$ cat src/rtl/core/b64lw_pkg.sv
// Package of the Base64 encoder: item types, constants and the symbol mapping function.
package b64lw_pkg;

    // Width of the saturating line length counter.
    localparam int LINE_COUNT_BITS = 16;
    localparam int MAX_LINE_BITS   = 16;
    localparam int CMP_BITS = ((LINE_COUNT_BITS > MAX_LINE_BITS) ?
                               LINE_COUNT_BITS : MAX_LINE_BITS) + 1;
    localparam logic [LINE_COUNT_BITS-1:0] COUNT_MAX = '1;

    // Fixed characters.
    localparam logic [7:0] CR_CHAR  = 8'h0d;
    localparam logic [7:0] LF_CHAR  = 8'h0a;
    localparam logic [7:0] PAD_CHAR = 8'h3d;

    // Configuration register indexes.
    localparam logic [1:0] CFG_SYM62    = 2'd0;
    localparam logic [1:0] CFG_SYM63    = 2'd1;
    localparam logic [1:0] CFG_MAX_LINE = 2'd2;

    // Output steps of one group: line break first, then four characters.
    localparam logic [2:0] STEP_CR = 3'd0;
    localparam logic [2:0] STEP_LF = 3'd1;
    localparam logic [2:0] STEP_C0 = 3'd2;
    localparam logic [2:0] STEP_C1 = 3'd3;
    localparam logic [2:0] STEP_C2 = 3'd4;
    localparam logic [2:0] STEP_C3 = 3'd5;

    // Group length codes.
    localparam logic [1:0] LEN_ONE   = 2'd1;
    localparam logic [1:0] LEN_TWO   = 2'd2;
    localparam logic [1:0] LEN_THREE = 2'd3;

    typedef struct packed {
        logic [7:0] data_byte;
        logic       end_of_data;
    } in_item_t;

    typedef struct packed {
        logic [7:0] out_char;
        logic       run_last;
    } out_item_t;

    // One classified group handed from the front to the back.
    typedef struct packed {
        logic [7:0] b0;
        logic [7:0] b1;
        logic [7:0] b2;
        logic [1:0] len;
        logic       crlf;
    } group_t;

    // Maps a six-bit value to its Base64 character.
    function automatic logic [7:0] six_to_char(input logic [5:0] v,
                                               input logic [7:0] sym62,
                                               input logic [7:0] sym63);
        logic [7:0] w;
        logic [7:0] c;
        w = {2'b00, v};
        if (w < 8'd26)
            c = 8'd65 + w;
        else if (w < 8'd52)
            c = 8'd97 + (w - 8'd26);
        else if (w < 8'd62)
            c = 8'd48 + (w - 8'd52);
        else if (w == 8'd62)
            c = sym62;
        else
            c = sym63;
        return c;
    endfunction

endpackage

$ cat src/rtl/core/b64lw_fifo.sv
// Two-entry queue of classified groups between the front and the back.
module b64lw_fifo
(
    input  logic             clk,
    input  logic             rst_n,
    input  logic             push,
    input  b64lw_pkg::group_t push_data,
    input  logic             pop,
    output logic             full,
    output logic             not_empty,
    output b64lw_pkg::group_t head
);

    b64lw_pkg::group_t mem [2];
    logic       wr_ptr_reg, wr_ptr_next;
    logic       rd_ptr_reg, rd_ptr_next;
    logic [1:0] count_reg, count_next;

    // Pointer and fill count update.
    always_comb
    begin
        wr_ptr_next = wr_ptr_reg ^ push;
        rd_ptr_next = rd_ptr_reg ^ pop;
        count_next  = count_reg + {1'b0, push} - {1'b0, pop};
    end

    always_ff @(posedge clk or negedge rst_n)
    begin
        if (!rst_n)
        begin
            wr_ptr_reg <= 1'b0;
            rd_ptr_reg <= 1'b0;
            count_reg  <= 2'd0;
        end
        else
        begin
            wr_ptr_reg <= wr_ptr_next;
            rd_ptr_reg <= rd_ptr_next;
            count_reg  <= count_next;
        end
    end

    // Entry storage.
    always_ff @(posedge clk)
    begin
        if (push)
            mem[wr_ptr_reg] <= push_data;
    end

    assign full      = (count_reg == 2'd2);
    assign not_empty = (count_reg != 2'd0);
    assign head      = mem[rd_ptr_reg];

endmodule

$ cat src/rtl/core/b64lw_front.sv
// Front part: gathers bytes into groups and decides line breaks.
module b64lw_front
(
    input  logic                clk,
    input  logic                rst_n,
    input  logic                accept,
    input  b64lw_pkg::in_item_t item,
    input  logic [15:0]         max_line,
    output logic                push,
    output b64lw_pkg::group_t   group
);

    localparam int LCB = b64lw_pkg::LINE_COUNT_BITS;
    localparam int CW  = b64lw_pkg::CMP_BITS;

    logic [7:0]     pend0_reg, pend0_next;
    logic [7:0]     pend1_reg, pend1_next;
    logic [1:0]     pcount_reg, pcount_next;
    logic [LCB-1:0] line_reg, line_next;

    logic           complete;
    logic           crlf;
    logic [CW-1:0]  line_plus4;
    logic [LCB-1:0] base;
    logic [LCB:0]   base_plus4;

    // Group is complete on the third byte or at the end of the message.
    assign complete = item.end_of_data || (pcount_reg == 2'd2);
    assign push     = accept && complete;

    // Line break decision and saturating line count.
    always_comb
    begin
        line_plus4 = CW'(line_reg) + CW'(4);
        crlf       = (max_line != 16'd0) && (line_plus4 > CW'(max_line));
        base       = crlf ? '0 : line_reg;
        base_plus4 = {1'b0, base} + (LCB+1)'(4);
    end

    // Group contents, zero-filled for a short group.
    always_comb
    begin
        group.crlf = crlf;
        case (pcount_reg)
            2'd0:
            begin
                group.b0  = item.data_byte;
                group.b1  = 8'd0;
                group.b2  = 8'd0;
                group.len = b64lw_pkg::LEN_ONE;
            end
            2'd1:
            begin
                group.b0  = pend0_reg;
                group.b1  = item.data_byte;
                group.b2  = 8'd0;
                group.len = b64lw_pkg::LEN_TWO;
            end
            default:
            begin
                group.b0  = pend0_reg;
                group.b1  = pend1_reg;
                group.b2  = item.data_byte;
                group.len = b64lw_pkg::LEN_THREE;
            end
        endcase
    end

    // State update on each accepted item.
    always_comb
    begin
        pend0_next  = pend0_reg;
        pend1_next  = pend1_reg;
        pcount_next = pcount_reg;
        line_next   = line_reg;
        if (accept)
        begin
            if (!complete)
            begin
                if (pcount_reg[0])
                    pend1_next = item.data_byte;
                else
                    pend0_next = item.data_byte;
                pcount_next = pcount_reg + 2'd1;
            end
            else
            begin
                pcount_next = 2'd0;
                if (item.end_of_data)
                    line_next = '0;
                else if (base_plus4 > {1'b0, b64lw_pkg::COUNT_MAX})
                    line_next = b64lw_pkg::COUNT_MAX;
                else
                    line_next = base_plus4[LCB-1:0];
            end
        end
    end

    always_ff @(posedge clk or negedge rst_n)
    begin
        if (!rst_n)
        begin
            pcount_reg <= 2'd0;
            line_reg   <= '0;
        end
        else
        begin
            pcount_reg <= pcount_next;
            line_reg   <= line_next;
        end
    end

    always_ff @(posedge clk)
    begin
        pend0_reg <= pend0_next;
        pend1_reg <= pend1_next;
    end

endmodule

$ cat src/rtl/core/b64lw_back.sv
// Back part: turns queued groups into characters, one per cycle while char_stall is low.
module b64lw_back
(
    input  logic                 clk,
    input  logic                 rst_n,
    input  logic                 head_valid,
    input  b64lw_pkg::group_t    head,
    input  logic [7:0]           sym62,
    input  logic [7:0]           sym63,
    output logic                 pop,
    output logic                 char_valid,
    input  logic                 char_stall,
    output b64lw_pkg::out_item_t char_item
);

    logic [2:0]           step_reg, step_next;
    logic                 valid_reg, valid_next;
    b64lw_pkg::out_item_t item_reg, item_next;

    logic                 advance;
    logic                 emit;
    logic [2:0]           eff_step;
    logic [5:0]           s0, s1, s2, s3;
    logic [7:0]           ch;

    // Output register may load when empty or being taken.
    assign advance  = !valid_reg || !char_stall;
    assign emit     = advance && head_valid;
    assign eff_step = (step_reg == b64lw_pkg::STEP_CR && !head.crlf) ?
                      b64lw_pkg::STEP_C0 : step_reg;
    assign pop      = emit && (eff_step == b64lw_pkg::STEP_C3);

    // Six-bit fields of the group.
    assign s0 = head.b0[7:2];
    assign s1 = {head.b0[1:0], head.b1[7:4]};
    assign s2 = {head.b1[3:0], head.b2[7:6]};
    assign s3 = head.b2[5:0];

    // Character for the current step.
    always_comb
    begin
        case (eff_step)
            b64lw_pkg::STEP_CR: ch = b64lw_pkg::CR_CHAR;
            b64lw_pkg::STEP_LF: ch = b64lw_pkg::LF_CHAR;
            b64lw_pkg::STEP_C0: ch = b64lw_pkg::six_to_char(s0, sym62, sym63);
            b64lw_pkg::STEP_C1: ch = b64lw_pkg::six_to_char(s1, sym62, sym63);
            b64lw_pkg::STEP_C2:
                ch = (head.len == b64lw_pkg::LEN_ONE) ? b64lw_pkg::PAD_CHAR :
                     b64lw_pkg::six_to_char(s2, sym62, sym63);
            default:
                ch = (head.len != b64lw_pkg::LEN_THREE) ? b64lw_pkg::PAD_CHAR :
                     b64lw_pkg::six_to_char(s3, sym62, sym63);
        endcase
    end

    // Step counter and output register.
    always_comb
    begin
        step_next  = step_reg;
        valid_next = valid_reg;
        item_next  = item_reg;
        if (advance)
            valid_next = head_valid;
        if (emit)
        begin
            item_next.out_char = ch;
            item_next.run_last = (eff_step == b64lw_pkg::STEP_C3);
            step_next = (eff_step == b64lw_pkg::STEP_C3) ? b64lw_pkg::STEP_CR :
                        eff_step + 3'd1;
        end
    end

    always_ff @(posedge clk or negedge rst_n)
    begin
        if (!rst_n)
        begin
            step_reg  <= b64lw_pkg::STEP_CR;
            valid_reg <= 1'b0;
        end
        else
        begin
            step_reg  <= step_next;
            valid_reg <= valid_next;
        end
    end

    always_ff @(posedge clk)
    begin
        item_reg <= item_next;
    end

    assign char_valid = valid_reg;
    assign char_item  = item_reg;

endmodule

$ cat src/rtl/core/base64_encoder_line_wrap.sv
// Top level of the Base64 encoder with CR LF line wrapping.
//
//  channel  | handshake               | payload
//  ---------+-------------------------+-------------------------------
//  byte     | byte_valid, byte_stall  | byte_item (data_byte, end_of_data)
//  char     | char_valid, char_stall  | char_item (out_char, run_last)
//  config   | cfg_write               | cfg_index, cfg_data
//
// Each byte is taken while the group queue has room; characters leave at one
// item per cycle while groups are queued and char_stall is low, through the
// single output register of the back part: four per three bytes, two per break.
// Reset clears the byte gathering, line count, queue and output register.
// A full two-entry group queue stalls the byte channel; char_stall holds the
// output register and the back part.
module base64_encoder_line_wrap
(
    input  logic                 clk,
    input  logic                 rst_n,
    input  logic                 byte_valid,
    output logic                 byte_stall,
    input  b64lw_pkg::in_item_t  byte_item,
    output logic                 char_valid,
    input  logic                 char_stall,
    output b64lw_pkg::out_item_t char_item,
    input  logic                 cfg_write,
    input  logic [1:0]           cfg_index,
    input  logic [15:0]          cfg_data
);

    logic [7:0]        sym62_reg, sym62_next;
    logic [7:0]        sym63_reg, sym63_next;
    logic [15:0]       max_line_reg, max_line_next;

    logic              accept;
    logic              push;
    logic              pop;
    logic              full;
    logic              not_empty;
    b64lw_pkg::group_t push_group;
    b64lw_pkg::group_t head;

    // Configuration registers.
    always_comb
    begin
        sym62_next    = sym62_reg;
        sym63_next    = sym63_reg;
        max_line_next = max_line_reg;
        if (cfg_write)
        begin
            case (cfg_index)
                b64lw_pkg::CFG_SYM62:    sym62_next    = cfg_data[7:0];
                b64lw_pkg::CFG_SYM63:    sym63_next    = cfg_data[7:0];
                b64lw_pkg::CFG_MAX_LINE: max_line_next = cfg_data;
                default:                 ;
            endcase
        end
    end

    always_ff @(posedge clk or negedge rst_n)
    begin
        if (!rst_n)
        begin
            sym62_reg    <= 8'd43;
            sym63_reg    <= 8'd47;
            max_line_reg <= 16'd0;
        end
        else
        begin
            sym62_reg    <= sym62_next;
            sym63_reg    <= sym63_next;
            max_line_reg <= max_line_next;
        end
    end

    // Bytes wait only while the group queue is full.
    assign byte_stall = full;
    assign accept     = byte_valid && !full;

    b64lw_front u_front
    (
        .clk      (clk),
        .rst_n    (rst_n),
        .accept   (accept),
        .item     (byte_item),
        .max_line (max_line_reg),
        .push     (push),
        .group    (push_group)
    );

    b64lw_fifo u_fifo
    (
        .clk       (clk),
        .rst_n     (rst_n),
        .push      (push),
        .push_data (push_group),
        .pop       (pop),
        .full      (full),
        .not_empty (not_empty),
        .head      (head)
    );

    b64lw_back u_back
    (
        .clk        (clk),
        .rst_n      (rst_n),
        .head_valid (not_empty),
        .head       (head),
        .sym62      (sym62_reg),
        .sym63      (sym63_reg),
        .pop        (pop),
        .char_valid (char_valid),
        .char_stall (char_stall),
        .char_item  (char_item)
    );

endmodule

$ cat config.mk
export PLATFORM = sky130hd
export DESIGN_NAME = base64_encoder_line_wrap
export DESIGN_NICKNAME = d
export VERILOG_FILES = /design/src/rtl/core/b64lw_pkg.sv /design/src/rtl/core/b64lw_fifo.sv /design/src/rtl/core/b64lw_front.sv /design/src/rtl/core/b64lw_back.sv /design/src/rtl/core/base64_encoder_line_wrap.sv
export SDC_FILE = /design/constraint.sdc
export NUM_CORES = 1
export LEC_CHECK = 0
export BUFFER_PORTS_ARGS = -buffer_cell sky130_fd_sc_hd__buf_2
export CORE_MARGIN = 1
export CORE_UTILIZATION = 25
export CTS_BUF_LIST = sky130_fd_sc_hd__clkbuf_4
export DETAILED_ROUTE_END_ITERATION = 8
export PLACE_DENSITY = 0.47
export SLEW_MARGIN = 20
export SYNTH_ARGS = -nofsm -noshare
export SYNTH_HDL_FRONTEND = slang
export SYNTH_SLANG_ARGS = --single-unit
export TNS_END_PERCENT = 30
$ cat constraint.sdc
create_clock -name clk -period 4.13 [get_ports clk]
set_input_delay 0.6195 -clock clk [delete_from_list [all_inputs] [get_ports clk]]
set_output_delay 0.6195 -clock clk [all_outputs]
set_load 0.01 [all_outputs]
==> results.yml <==
outcome:
  outcome: "finished with violations"
  violations: "setup timing"
synth:
  synth_top_family_by_area: "simple AND/OR/NAND/NOR gates"
  synth_area_leaders: "edfxtp_1, dfrtp_1, ha_1"
  synth_warnings: 0
  ys_seq_elements: 137
  seq_area_frac_synth: 0.404
  synth-edff-count: 79
  yosys-top-cells-count: "edfxtp_1, ha_1, nand2_1, nor2_1, a21oi_1"
  yosysUniqueCellTypes: 76
  synthSimpleGateAreaFrac: 0.152
  yosysTopAreaCell: "edfxtp_1"
  synth_top_area_frac: 0.250
  ys.flop_type: "edfxtp_1"
  synthCells: 942
  synth.avg_cell_area_um2: 10.1
  synth-xor-area-share: 0.0543
  async_reset_ff_frac: 0.423
  synth_adder_area_share: 0.0909
  synth_area_um2: 9500
  syn-num-nets: 1043
  synth_compound_area_frac: 0.151
  muxShareOfSynthArea: 0.105
  yosysMostFrequentCell: "edfxtp_1"
sta:
  fin_crit_sh: 1.00
  fin_setup_tns_ps: -1.95
  finalSetupViolCount: 1
  relSlewSlack: 0.318
  timing.final.hold_violations: 0
  maxSlewViolCount: 0
  hold_slack_ps: 79.1
  tightest_slew_ps: 1010
  max_clock_freq_mhz: 242
  fin_ws_ps: -1.95
  rsz0062_at_grt: "true"
  period_minus_slack_ps: 4130
  skew_ps: 44.5
layout:
  drive_above_1_share: 0.255
  fill_cells: 3968
  final_area_um2: 11300
  largest_reg_flops: 54
  fin_cells: 1573
  nNetsFinal: 1149
  synthToLayoutAreaGrowth_pct: 18.7
place:
  hpwl_um: 20900
  place_inst: 1533
  postPlaceCellArea_um2: 10800
  port_buffers: 42
  place_congestion: 0.887
routing:
  ant_nets: 0
  vias: 7568
  drc: 0
  firstDrtPassIters: 5
  wl_um: 27100
  routedWlPerCell_um: 17.2
  avgViaCountPerCell: 4.81
  drt_iter0_markers: 525
worst_setup_path:
  cp.required_ps: 4620
  cp.arrival_ps: 4620
  cp_slowest_cell: "dfrtp_1"
  end_kind: "flip-flop"
  cp_top_family: "simple AND/OR/NAND/NOR gates"
  path_cells: "ha_2, nand3_2, nor2_2, nand3_2, nor2_2, xnor2_1, ha_1, nand3_1, or3_4, a21oi_2, a31oi_2, nand2_2, and2_4, ha_4, or4_4, nor4_2, nand3_1, a21oi_4, o22ai_2, a211oi_2"
  path_max_fanout: 6
  crit_buf_inv: 0
  slowest_delay_ps: 420
  path_class: "flip-flop to flip-flop"
  startpoint_type: "flip-flop"
cts:
  clock_latency_ps: 600
  clkTransAtPathRegs_ps: 140
  cts.sinks: 137
  cts_tree: "done"
  cts_buffer_depth: 2
  cts_made_buffers: 17
  cts-root-buf: "clkbuf_4"
  ctsHoldBuffers: 0
  htree_levels: 4
floorplan:
  num_rows: 71
  die_w_um: 197
  initial_core_util: 0.253
  ios: 43
  die-area_um2: 38800
  core_region_area_um2: 37500
  die_h_um: 197
power_and_ir_drop:
  cellLeakagePower_nw: 4.42
  peakVddDrop_uv: 205
  p_per_area_nw_per_um2: 651
  power.total_mw: 7.34
global_route:
  grt_pass1_wl_um: 42000
  grt_pass1_vias: 7478
  use_met3: 0.0207
  grt_max_degree: 31
  grt-ovfl-total: 0
  grtUsageMet2: 0.222
  globalRoute.busiestLayer: "met2"
  antenna_found_initial: 1
  grt_util_all_layers: 0.142
  met1_usage: 0.197
worst_hold_path:
  hp-class: "primary input to asynchronous set/reset pin"
run:
  max_cap_viol_count: 0
## area by class of cell
cell class,count,area (um^2),share of cell area
clock buffer,17,128,0.0113
timing repair buffer,126,853,0.0757
tap,511,639,0.0567
sequential,137,3840,0.340
multi-input combinational,709,5450,0.483
inverter,57,214,0.0190
clock inverter,15,153,0.0135
antenna,1,2.50,0.000222
## cells by family (layout without fill, tap and decap cells)
kind of cell    Yosys count  after routing
fa+ha+maj                69             69
xor+xnor                 58             58
compound gates          217            217
other cells               0              1
simple gates            277            277
flops                   137            137
mux                      88             88
buf+inv                  96            215
## placed cells by master (no fill, tap or decap), drive strengths merged, types with 6 or more instances in the layout
cell type,netlist,routed
nor2,58,58
a31oi,13,13
nand2,59,59
mux2,42,42
nor3b,8,8
inv,57,67
o21ai,35,35
xnor2,37,37
nand3b,6,6
nand3,36,36
a211oi,24,24
nor4,13,13
ha,69,69
o211ai,13,13
buf,16,126
edfxtp,79,79
xor2,21,21
mux2i,46,46
nand2b,10,10
a21oi,61,61
dfstp,9,9
clkbuf,23,17
nor2b,12,12
nand4,12,12
and2,12,12
o22ai,18,18
a22o,17,17
nor3,22,22
dfrtp,49,49
## power breakdown
| group | total (mW) | switching (mW) | internal [mW] |
|---|---|---|---|
| logic | 4.22 | 2.46 | 1.76 |
| clock network | 0.932 | 0.609 | 0.323 |
| registers | 2.18 | 0.279 | 1.90 |
## metrics by stage
stage / utilization / worst slack, ps
finish: 0.301 / -1.95
global route: 0.301 / -261
CTS: 0.297 / 24.2
detailed placement: 0.287 / -143
global placement: 0.287 / -101
floorplan: - / 42.1
## worst reg2reg max path: cells and delay by family, from the launching register on
| kind | cells | cell delay (ps) |
|---|---|---|
| AND/OR/NAND/NOR | 11 | 2030 |
| AO/OA/AOI/OAI | 5 | 840 |
| flip-flops | 1 | 420 |
| XOR/XNOR | 1 | 70 |
| adder cells (fa/ha/maj) | 3 | 710 |
## metal layers
metal  up-vias  share of wire  routed length, um
li1       3713              -                  -
met1      3619           0.48              13000
met2       200           0.46              12400
met3        36          0.042               1150
met4         0          0.022                594
met5         -              0                  0
## path summary, 6_finish.rpt
check | end | startpoint | slack [ps] | cells after the start
max in group asynchronous | sym63_reg[1] | rst_n | 3130 | 2
hold / removal | max_line_reg[10] | rst_n | 80 | 1
min in group clk | max_line_reg[11] | cfg_data[11] | 260 | 2
hold reg to reg | u_fifo.count_reg[1] | u_fifo.count_reg[1] | 520 | 1
setup / recovery | u_front.line_reg[10] | u_front.line_reg[3] | -2 | 20
setup reg to reg | u_front.line_reg[10] | u_front.line_reg[3] | -2 | 20
## repair_timing
action,in CTS,in global routing
buffers inserted,3,4
endpoints found under the setup margin,12,15
pin swaps,1,19
gates resized for setup,9,23
Note: power is estimated with default switching activity, not from simulation.
